## src/rtl/dfr_pkg.sv

```systemverilog
`timescale 1ns / 1ps

package dfr_pkg;

   // Register indexes on the configuration port
   localparam int unsigned CSR_INDEX_WIDTH = 8;
   localparam logic [CSR_INDEX_WIDTH-1:0] CSR_ESCAPE_CODE = 8'd0;
   localparam logic [CSR_INDEX_WIDTH-1:0] CSR_MTU_LIMIT   = 8'd1;

   // Register reset values
   localparam logic [7:0]  ESCAPE_CODE_RESET = 8'd0;
   localparam logic [15:0] MTU_LIMIT_RESET   = 16'd1500;
   localparam logic [15:0] MTU_LIMIT_FLOOR   = 16'd2;

   // Result kinds
   typedef enum logic [1:0] {
      KIND_DATA      = 2'd0,
      KIND_COMPLETE  = 2'd1,
      KIND_DISCARD   = 2'd2,
      KIND_EMPTY     = 2'd3
   } kind_type;

   typedef struct packed {
      kind_type    kind;
      logic [7:0]  data_byte;
      logic [15:0] message_length;
      logic        last_result;
   } result_type;

   // Up to two results caused by one input item, in order
   typedef struct packed {
      logic [1:0] count;
      result_type first;
      result_type second;
   } pair_type;

endpackage

```

## src/rtl/dfr_if.sv

```systemverilog
`timescale 1ns / 1ps

// Received byte channel
interface dfr_req_if;
   logic       valid;
   logic       ready;
   logic [7:0] rx_byte;
   logic       packet_end;

   modport source (output valid, output rx_byte, output packet_end, input ready);
   modport sink   (input valid, input rx_byte, input packet_end, output ready);
endinterface

// Result channel
interface dfr_rsp_if;
   logic        valid;
   logic        ready;
   logic [1:0]  kind;
   logic [7:0]  data_byte;
   logic [15:0] message_length;
   logic        last_result;

   modport source (output valid, output kind, output data_byte, output message_length,
                   output last_result, input ready);
   modport sink   (input valid, input kind, input data_byte, input message_length,
                   input last_result, output ready);
endinterface

// Configuration write channel
interface dfr_csr_if;
   logic                                 valid;
   logic                                 ready;
   logic [dfr_pkg::CSR_INDEX_WIDTH-1:0]  index;
   logic [15:0]                          data;

   modport source (output valid, output index, output data, input ready);
   modport sink   (input valid, input index, input data, output ready);
endinterface

```

## src/rtl/dfr_step.sv

```systemverilog
`timescale 1ns / 1ps

// Unstuffing decision for one byte: results and next deframer state
module dfr_step (
   input  logic              escape_pending,
   input  logic [15:0]       length_count,
   input  logic [7:0]        escape_code,
   input  logic [15:0]       mtu_limit,
   input  logic [7:0]        rx_byte,
   input  logic              packet_end,
   output dfr_pkg::pair_type pair,
   output logic              escape_pending_in,
   output logic [15:0]       length_count_in
);

   logic [15:0]          limit;
   logic                 match;
   logic [15:0]          data_base;
   logic [15:0]          data_len;
   logic                 discard;
   dfr_pkg::result_type  data_res;
   dfr_pkg::result_type  disc_res;
   dfr_pkg::result_type  delim_res;

   // Limits below two behave as two
   assign limit = (mtu_limit < dfr_pkg::MTU_LIMIT_FLOOR) ? dfr_pkg::MTU_LIMIT_FLOOR
                                                         : mtu_limit;
   assign match = (rx_byte == escape_code);

   // A delimiter ahead of the data byte restarts the count
   assign data_base = (escape_pending && !match) ? 16'd0 : length_count;
   assign data_len  = data_base + 16'd1;
   assign discard   = (data_len >= limit);

   // Candidate results
   always_comb begin
      data_res                = '0;
      data_res.kind           = dfr_pkg::KIND_DATA;
      data_res.data_byte      = rx_byte;

      disc_res                = '0;
      disc_res.kind           = dfr_pkg::KIND_DISCARD;

      delim_res               = '0;
      if (length_count != 16'd0) begin
         delim_res.kind           = dfr_pkg::KIND_COMPLETE;
         delim_res.message_length = length_count;
      end else begin
         delim_res.kind           = dfr_pkg::KIND_EMPTY;
      end
   end

   // Result selection and state update
   always_comb begin
      pair              = '0;
      escape_pending_in = 1'b0;
      length_count_in   = length_count;

      if (escape_pending || !match) begin
         // Data byte path, preceded by a delimiter after a lone escape
         if (escape_pending && !match) begin
            pair.first  = delim_res;
            pair.second = data_res;
            pair.second.last_result = 1'b1;
            pair.count  = 2'd2;
         end else if (discard) begin
            pair.first  = data_res;
            pair.second = disc_res;
            pair.second.last_result = 1'b1;
            pair.count  = 2'd2;
         end else begin
            pair.first  = data_res;
            pair.first.last_result = 1'b1;
            pair.count  = 2'd1;
         end
         length_count_in = discard ? 16'd0 : data_len;
      end else if (packet_end) begin
         // Escape closing a radio packet is a delimiter
         pair.first  = delim_res;
         pair.first.last_result = 1'b1;
         pair.count  = 2'd1;
         length_count_in = 16'd0;
      end else begin
         // Escape waits for the next byte
         escape_pending_in = 1'b1;
      end
   end

endmodule

```

## src/rtl/dfr_out_buf.sv

```systemverilog
`timescale 1ns / 1ps

// Two-entry result register, drains in order onto the result channel
module dfr_out_buf (
   input  logic              clock,
   input  logic              reset,
   input  logic              load,
   input  dfr_pkg::pair_type pair,
   output logic              can_load,
   dfr_rsp_if.source         rsp
);

   logic                first_valid_ff,  first_valid_in;
   logic                second_valid_ff, second_valid_in;
   dfr_pkg::result_type first_ff;
   dfr_pkg::result_type second_ff;
   dfr_pkg::result_type head;
   logic                take;

   assign head = first_valid_ff ? first_ff : second_ff;
   assign take = rsp.valid && rsp.ready;

   // Free, or the last held item leaves this cycle
   assign can_load = !(first_valid_ff || second_valid_ff) ||
                     (take && !(first_valid_ff && second_valid_ff));

   assign rsp.valid          = first_valid_ff || second_valid_ff;
   assign rsp.kind           = head.kind;
   assign rsp.data_byte      = head.data_byte;
   assign rsp.message_length = head.message_length;
   assign rsp.last_result    = head.last_result;

   // Occupancy
   always_comb begin
      first_valid_in  = first_valid_ff;
      second_valid_in = second_valid_ff;
      if (load) begin
         first_valid_in  = 1'b1;
         second_valid_in = (pair.count == 2'd2);
      end else if (take) begin
         if (first_valid_ff) begin
            first_valid_in  = 1'b0;
         end else begin
            second_valid_in = 1'b0;
         end
      end
   end

   always_ff @(posedge clock) begin
      if (reset) begin
         first_valid_ff  <= 1'b0;
         second_valid_ff <= 1'b0;
      end else begin
         first_valid_ff  <= first_valid_in;
         second_valid_ff <= second_valid_in;
      end
   end

   // Payload
   always_ff @(posedge clock) begin
      if (load) begin
         first_ff  <= pair.first;
         second_ff <= pair.second;
      end
   end

endmodule

```

## src/rtl/escape_unstuffing_deframer_core.sv

```systemverilog
`timescale 1ns / 1ps
// The first result of a byte is offered once the byte has passed the input register and
// then the result register, which loads only when it can take the byte's results.
// Throughput: one byte per cycle with at most one result per byte and rsp_chan ready;
// a two-result byte holds the single result port, and so the input, until both leave.
// Reset clears escape state, message length and all valid flags; escape_code returns
// to 0 and mtu_limit to 1500.
module escape_unstuffing_deframer_core (
   input  logic      clock,
   input  logic      reset,
   dfr_req_if.sink   req_chan,
   dfr_rsp_if.source rsp_chan,
   dfr_csr_if.sink   csr_chan
);

   logic              in_valid_ff, in_valid_in;
   logic [7:0]        in_byte_ff;
   logic              in_end_ff;
   logic              pending_ff, pending_in;
   logic [15:0]       length_ff, length_in;
   logic [7:0]        escape_code_ff;
   logic [15:0]       mtu_limit_ff;
   dfr_pkg::pair_type pair;
   logic              can_load;
   logic              advance;
   logic              load;
   logic              req_take;

   // Configuration registers
   assign csr_chan.ready = 1'b1;

   always_ff @(posedge clock) begin
      if (reset) begin
         escape_code_ff <= dfr_pkg::ESCAPE_CODE_RESET;
         mtu_limit_ff   <= dfr_pkg::MTU_LIMIT_RESET;
      end else if (csr_chan.valid) begin
         if (csr_chan.index == dfr_pkg::CSR_ESCAPE_CODE) begin
            escape_code_ff <= csr_chan.data[7:0];
         end else if (csr_chan.index == dfr_pkg::CSR_MTU_LIMIT) begin
            mtu_limit_ff   <= csr_chan.data;
         end
      end
   end

   // Input register handshake
   assign advance        = in_valid_ff && ((pair.count == 2'd0) || can_load);
   assign load           = advance && (pair.count != 2'd0);
   assign req_chan.ready = !in_valid_ff || advance;
   assign req_take       = req_chan.valid && req_chan.ready;

   always_comb begin
      in_valid_in = in_valid_ff;
      if (req_take) begin
         in_valid_in = 1'b1;
      end else if (advance) begin
         in_valid_in = 1'b0;
      end
   end

   always_ff @(posedge clock) begin
      if (reset) begin
         in_valid_ff <= 1'b0;
      end else begin
         in_valid_ff <= in_valid_in;
      end
   end

   always_ff @(posedge clock) begin
      if (req_take) begin
         in_byte_ff <= req_chan.rx_byte;
         in_end_ff  <= req_chan.packet_end;
      end
   end

   // Unstuffing logic
   dfr_step u_step (
      .escape_pending    (pending_ff),
      .length_count      (length_ff),
      .escape_code       (escape_code_ff),
      .mtu_limit         (mtu_limit_ff),
      .rx_byte           (in_byte_ff),
      .packet_end        (in_end_ff),
      .pair              (pair),
      .escape_pending_in (pending_in),
      .length_count_in   (length_in)
   );

   // Deframer state commits when the item moves on
   always_ff @(posedge clock) begin
      if (reset) begin
         pending_ff <= 1'b0;
         length_ff  <= 16'd0;
      end else if (advance) begin
         pending_ff <= pending_in;
         length_ff  <= length_in;
      end
   end

   // Result register
   dfr_out_buf u_out_buf (
      .clock    (clock),
      .reset    (reset),
      .load     (load),
      .pair     (pair),
      .can_load (can_load),
      .rsp      (rsp_chan)
   );

endmodule

```

## src/flat_wrapper.sv

```systemverilog
// flat-port wrapper written by rule: the top's interface ports become plain ports
module escape_unstuffing_deframer_core_flat 
  (clock, reset, req_chan_valid, req_chan_rx_byte, req_chan_packet_end, req_chan_ready, rsp_chan_valid, rsp_chan_kind, rsp_chan_data_byte, rsp_chan_message_length, rsp_chan_last_result, rsp_chan_ready, csr_chan_valid, csr_chan_index, csr_chan_data, csr_chan_ready);
  dfr_req_if req_chan_i ();
  dfr_rsp_if rsp_chan_i ();
  dfr_csr_if csr_chan_i ();
  input  logic clock;
  input  logic reset;
  input wire logic [$bits(req_chan_i.valid)-1:0] req_chan_valid;
  input wire logic [$bits(req_chan_i.rx_byte)-1:0] req_chan_rx_byte;
  input wire logic [$bits(req_chan_i.packet_end)-1:0] req_chan_packet_end;
  output wire logic [$bits(req_chan_i.ready)-1:0] req_chan_ready;
  output wire logic [$bits(rsp_chan_i.valid)-1:0] rsp_chan_valid;
  output wire logic [$bits(rsp_chan_i.kind)-1:0] rsp_chan_kind;
  output wire logic [$bits(rsp_chan_i.data_byte)-1:0] rsp_chan_data_byte;
  output wire logic [$bits(rsp_chan_i.message_length)-1:0] rsp_chan_message_length;
  output wire logic [$bits(rsp_chan_i.last_result)-1:0] rsp_chan_last_result;
  input wire logic [$bits(rsp_chan_i.ready)-1:0] rsp_chan_ready;
  input wire logic [$bits(csr_chan_i.valid)-1:0] csr_chan_valid;
  input wire logic [$bits(csr_chan_i.index)-1:0] csr_chan_index;
  input wire logic [$bits(csr_chan_i.data)-1:0] csr_chan_data;
  output wire logic [$bits(csr_chan_i.ready)-1:0] csr_chan_ready;
  assign req_chan_i.valid = req_chan_valid;
  assign req_chan_i.rx_byte = req_chan_rx_byte;
  assign req_chan_i.packet_end = req_chan_packet_end;
  assign req_chan_ready = req_chan_i.ready;
  assign rsp_chan_valid = rsp_chan_i.valid;
  assign rsp_chan_kind = rsp_chan_i.kind;
  assign rsp_chan_data_byte = rsp_chan_i.data_byte;
  assign rsp_chan_message_length = rsp_chan_i.message_length;
  assign rsp_chan_last_result = rsp_chan_i.last_result;
  assign rsp_chan_i.ready = rsp_chan_ready;
  assign csr_chan_i.valid = csr_chan_valid;
  assign csr_chan_i.index = csr_chan_index;
  assign csr_chan_i.data = csr_chan_data;
  assign csr_chan_ready = csr_chan_i.ready;
  escape_unstuffing_deframer_core u_core (.clock(clock), .reset(reset), .req_chan(req_chan_i), .rsp_chan(rsp_chan_i), .csr_chan(csr_chan_i));
endmodule
```

## config.mk

```make
export PLATFORM = sky130hd
export DESIGN_NAME = escape_unstuffing_deframer_core_flat
export DESIGN_NICKNAME = d
export VERILOG_FILES = /design/src/rtl/dfr_pkg.sv /design/src/rtl/dfr_if.sv /design/src/rtl/dfr_step.sv /design/src/rtl/dfr_out_buf.sv /design/src/rtl/escape_unstuffing_deframer_core.sv /design/src/flat_wrapper.sv
export SDC_FILE = /design/constraint.sdc
export NUM_CORES = 1
export LEC_CHECK = 0
export ABC_CLOCK_PERIOD_IN_PS = 11900
export BUFFER_PORTS_ARGS = -buffer_cell sky130_fd_sc_hd__buf_2
export CORE_UTILIZATION = 40
export CTS_CLUSTER_DIAMETER = 200
export DETAILED_ROUTE_END_ITERATION = 16
export HOLD_SLACK_MARGIN = 0.03
export PLACE_DENSITY = 0.59
export SKIP_CTS_REPAIR_TIMING = 1
export SLEW_MARGIN = 20
export SYNTH_ARGS = -nofsm -noshare
export SYNTH_HDL_FRONTEND = slang
export SYNTH_SLANG_ARGS = --single-unit
```

## constraint.sdc

```tcl
create_clock -name clock -period 11.9 [get_ports clock]
set_input_delay 2.975 -clock clock [delete_from_list [all_inputs] [get_ports clock]]
set_output_delay 2.975 -clock clock [all_outputs]
set_load 0.005 [all_outputs]
```

# Word level (Yosys, flattened, before mapping)
# Cells that the tools add are included.
totals:
  mem_bits_ro: 0
  latchBits: 0
  memories: 0
  output_inout_bits: 30
  mem_bits_rw: 0
  reg_bits: 107
op_classes:
  n_mul: 0
  n_eq_ne: 4
  n_reduce_logical: 28
  order_cmp: 2
  n_mux: 22
  n_addsub: 1
  bitwise_logic: 2
  div_mod_pow: 0
  shifts: 0
op_table:
  columns: ["cell", "n"]
  rows:
  - ["$mux 16", 6]
  - ["$mux 29", 2]
  - ["$mux 56", 1]
  - ["$mux 27", 2]
  - ["$mux 28", 1]
  - ["$add 16x1->16 const B", 1]
  - ["$ge 16x16->1", 1]
  - ["$lt 16x2->1 const B", 1]
  - ["$reduce_bool 16->1", 1]
  - ["$mux 1", 9]
  - ["$eq 8x1->1 const B", 1]
  - ["$eq 8x8->1", 1]
  - ["$logic_not 8->1", 1]
  - ["$reduce_bool 2->1", 4]
  - ["$logic_and 1x1->1", 7]
  - ["$reduce_and 2->1", 3]
  - ["$logic_or 1x1->1", 5]
  - ["$logic_not 1->1", 4]
  - ["$reduce_and 3->1", 1]
  - ["$eq 2x2->1 const B", 1]
  - ["$logic_not 2->1", 1]
  - ["$mux 2", 1]
  - ["$ne 2x1->1 const B", 1]
  - ["$not 1->1", 2]
  - ["$reduce_or 2->1", 1]

# Depth between registers and ports, before layout
depth:
  ltp_word: 15
  depth_mapped: 19

# Hierarchy
# A second synthesis with hierarchy kept.
unflattened:
  hier_cells: 536
  hier_area_um2: 5694.2
modules_own_cells:
  columns: ["module", "n_inst", "cells_per_inst", "seq_area_each_um2", "area_each_um2"]
  rows:
  - ["dfr_out_buf", 1, 94, 1661.6, 2064.5]
  - ["escape_unstuffing_deframer_core", 1, 203, 1111.1, 2047.0]
  - ["dfr_step", 1, 239, 0.0, 1582.8]

# Least setup slack after synthesis
# Ideal clock, no wire load.
synth_path:
  path_type: "input -> output"
  from: "input port rsp_chan_ready"
  to: "output port req_chan_ready"
  stages: 3
  path_buffers: 0
  required_time_ns: 8.925
  arrival_time_ns: 3.410
  path_slack_ns: 5.515
  path_cell_list: "a21boi_0 > nor2_1 > nand3_1"
synth_between:
  elab_chain_len: 6
synth_lines:
  columns: ["item", "line_no", "text"]
  rows:
  - ["from (decl)", "flat_wrapper.sv:18", "input wire logic [$bits(rsp_chan_i.ready)-1:0] rsp_chan_ready;"]
  - ["$logic_and 1x1->1", "dfr_out_buf.sv:21", "assign take = rsp.valid && rsp.ready;"]
  - ["$logic_and 1x1->1", "dfr_out_buf.sv:25", "(take && !(first_valid_ff && second_valid_ff));"]
  - ["$logic_or 1x1->1", "dfr_out_buf.sv:24", "assign can_load = !(first_valid_ff || second_valid_ff) ||"]
  - ["$logic_or 1x1->1", "escape_unstuffing_deframer_core.sv:46", "assign advance = in_valid_ff && ((pair.count == 2'd0) || can_load);"]
  - ["$logic_and 1x1->1", "escape_unstuffing_deframer_core.sv:46", null]
  - ["$logic_or 1x1->1", "escape_unstuffing_deframer_core.sv:48", "assign req_chan.ready = !in_valid_ff || advance;"]
  - ["to (decl)", "flat_wrapper.sv:12", "output wire logic [$bits(req_chan_i.ready)-1:0] req_chan_ready;"]
# No other way between the ends.

# Worst setup path after layout
# Ends and elaborated chain as after synthesis.

==> impl_metrics.ini <==
[status]
status = finished, final reports clean

[routing]
wire_per_inst_um = 14.1
drt-total-wl_mm = 9.13
drtIter0Drc = 99
via_per_inst = 5.03
drc = 0
vias = 3256
ant_nets = 0
dr.pass1.iters = 4

[sta]
fmax_ghz = 0.150
hold_viol = 0
layout_setup_ws_ns = 5.22
setup_viol = 0
relSlewSlack_pct = 30.4
rsz0062_at_grt = false
finalCritPeriodShare_pct = 56.2
period_needed_ns = 6.68
fin_skew_ns = 0.00772
whs_ns = 0.483
setup_tns_ns = 0
slew_viol_final = 0
tightestPinTransition_ns = 1.04

[placed_design]
gp_congestion = 0.810
dp_hpwl_mm = 6.73
port_buffers = 66
placed_cells = 631
pre_cts_slack_ns = 5.23

[yosys]
muxShareOfSynthArea_pct = 6.25
synth-compound-area-share_pct = 7.63
synth.area.top_cells = edfxtp_1 31%, dfxtp_1 19%, ha_1 5.3%, and2_1 4.7%, mux2i_1 3.8%
synth_top_cells_by_count = 46 x edfxtp_1, 44 x dfxtp_1, 44 x nor2_1, 34 x and2_1, 31 x nand2_1
synthesis.nets = 497
syn-cell-area_um2 = 4530
synth-main-ff-cell = edfxtp_1
ys_async_sr_fraction_pct = 0
synth_cell_types = 57
synth_top_family_by_area = simple AND/OR/NAND/NOR gates
syn_inst = 440
yosysSeqAreaShare_pct = 50.0
yosys_warnings = 0
synth_adder_area_share_pct = 5.25
synthXorXnorAreaFrac_pct = 3.87
synth_edf_count = 46
synth_area_leader_cell = edfxtp_1
synth_top_area_share_pct = 30.5
syn_avg_cell_area_um2 = 10.3
yosys.area_share.simple_pct = 22.7
synth-seq-cells = 90
synth_most_common_cell = edfxtp_1

[worst_setup_path]
regToRegStartpoint = u_core.in_byte_ff[1]$_DFFE_PP_
start_kind = input pin
crit_chain = buf_2 > a21boi_0 > nor2_1 > nand3_1 > buf_2
cpMostUsedCell = buf_2
crit_path_end_kind = primary output
r2r_slack_ns = 6.85
max_stage_delay_ns = 0.31
crit_type = in -> out
r2r_cells = 17
required_ns = 8.93
crit_arrival_ns = 3.71
cpMaxStageDelayCell = a21boi_0
critPathMaxFanout = 3
r2r-end = u_core.length_ff[11]$_SDFFE_PP0P_

[finish]
area.growth.synth_to_final_pct = 16.8
final_util_pct = 48.3
n_fill_cell = 1036
fin_cells = 647
drive_gt1_share_pct = 20.7
final_nets = 559
diodes = 0

[clock_network]
clkTransAtPathRegs_ns = 0.06
cts_tree = built
cts_max_path_buffers = 2
h-tree-depth = 3
clock_latency_ns = 0.34
ctsRootBufferMaster = clkbuf_16
numCtsBuffers = 9
cts_sinks = 90

[run]
drv_cap = 0

[min_path]
hp-start = u_core.pending_ff$_SDFFE_PP0P_
hold_path.class = reg -> reg
holdPathEnd = u_core.pending_ff$_SDFFE_PP0P_
whs_path_depth = 2

[grt]
grt_overflow = 0
antenna_found_initial = 0
grtUsageTotal_pct = 17.1
grt_pass1_wl_mm = 15.4
grt_max_degree = 39
grt_pass1_vias = 3167

[floorplanning]
die_w_um = 108
num_rows = 38
core_um2 = 10900
io-pin-count = 68
initial_core_util_pct = 41.4
die_height_um = 108
die_area_um2 = 11700

[power]
power_density_nw_per_um2 = 126
p_leak_nw = 2.24
ir_drop_uv = 79.8
[final cells by class]
cell class                 instances  area (um2)  share of cell area [%]
clock buffer                      12         236                    4.47
multi-input combinational        302        2070                    39.2
sequential                        90        2260                    42.8
clock inverter                     4        76.3                    1.44
timing repair buffer              68         345                    6.53
inverter                          31         116                    2.20
tap                              140         175                    3.31
[cell usage in the layout (no fill, tap or decap), types with 3 or more instances in the layout]
cell	count
edfxtp_1	46
nor3_1	3
o21ai_0	9
clkbuf_16	9
a211o_1	7
nand2b_1	4
a21oi_1	7
nand4_1	12
nor2b_1	21
nand2_1	31
xnor2_1	9
xor2_1	11
nand3_1	8
mux2i_1	17
o211ai_1	4
ha_1	19
clkbuf_1	3
nor2_1	43
inv_1	30
buf_2	66
mux2_2	10
dfxtp_1	44
nor4_1	9
and2_1	34
o31ai_1	7
[worst max-delay path by stage]
stage / start / end / slack, ns / cells past startpoint
6_report: rsp_chan_ready / req_chan_ready / 5.22 / 5
3_5_place_dp: rsp_chan_ready / req_chan_ready / 5.23 / 5
4_1_cts: rsp_chan_ready / req_chan_ready / 5.23 / 5
3_3_place_gp: rsp_chan_ready / req_chan_ready / 5.29 / 5
5_1_grt: rsp_chan_ready / req_chan_ready / 5.12 / 5
2_1_floorplan: rsp_chan_ready / req_chan_ready / 5.52 / 3
[state kept, by name, summed over array words and instances, names as in the netlist]
name,cells
u_core.u_out_buf.first_ff,27
u_core.length_ff,16
u_core.mtu_limit_ff,16
u_core.u_out_buf.second_ff,10
u_core.escape_code_ff,8
u_core.in_byte_ff,8
u_core.in_end_ff,1
u_core.in_valid_ff,1
u_core.pending_ff,1
u_core.u_out_buf.first_valid_ff,1
u_core.u_out_buf.second_valid_ff,1
[through the flow]
stage	area, um2	power [mW]
final	5290	0.668
after global routing	5290	0.691
after CTS	5280	0.675
after detailed placement	4970	0.376
after global placement	4970	0.375
after floorplan	4530	0.360
[where the power goes]
group	internal (mW)	switching, mW	total [mW]	leakage (nW)
Combinational	0.0140	0.0164	0.0304	1.28
Sequential	0.333	0.00523	0.338	0.809
Clock	0.185	0.115	0.299	0.147
Total	0.532	0.136	0.668	2.24
[logic make-up after synthesis]
logic type      after synthesis
fa+ha+maj                    19
mux                          27
flops                        90
buf+inv                      48
compound gates               48
simple gates                187
xor+xnor                     20
other cells                   1
[metal layers]
layer | global-route usage [%] | routed length, um | up-vias | share of wire [%]
met4 | 6.56 | 70 | 0 | 0.77
met3 | 2.65 | 403 | 4 | 4.4
li1 | - | - | 1666 | -
met5 | 0 | 0 | - | 0
met2 | 28.1 | 4230 | 76 | 46
met1 | 22.7 | 4430 | 1510 | 48
[worst max-delay path: cells and delay by family]
kind | cells | cell delay, ns
buf+inv | 2 | 0.21
compound gates | 1 | 0.31
simple gates | 2 | 0.21
(Power assumes the default switching activity.)
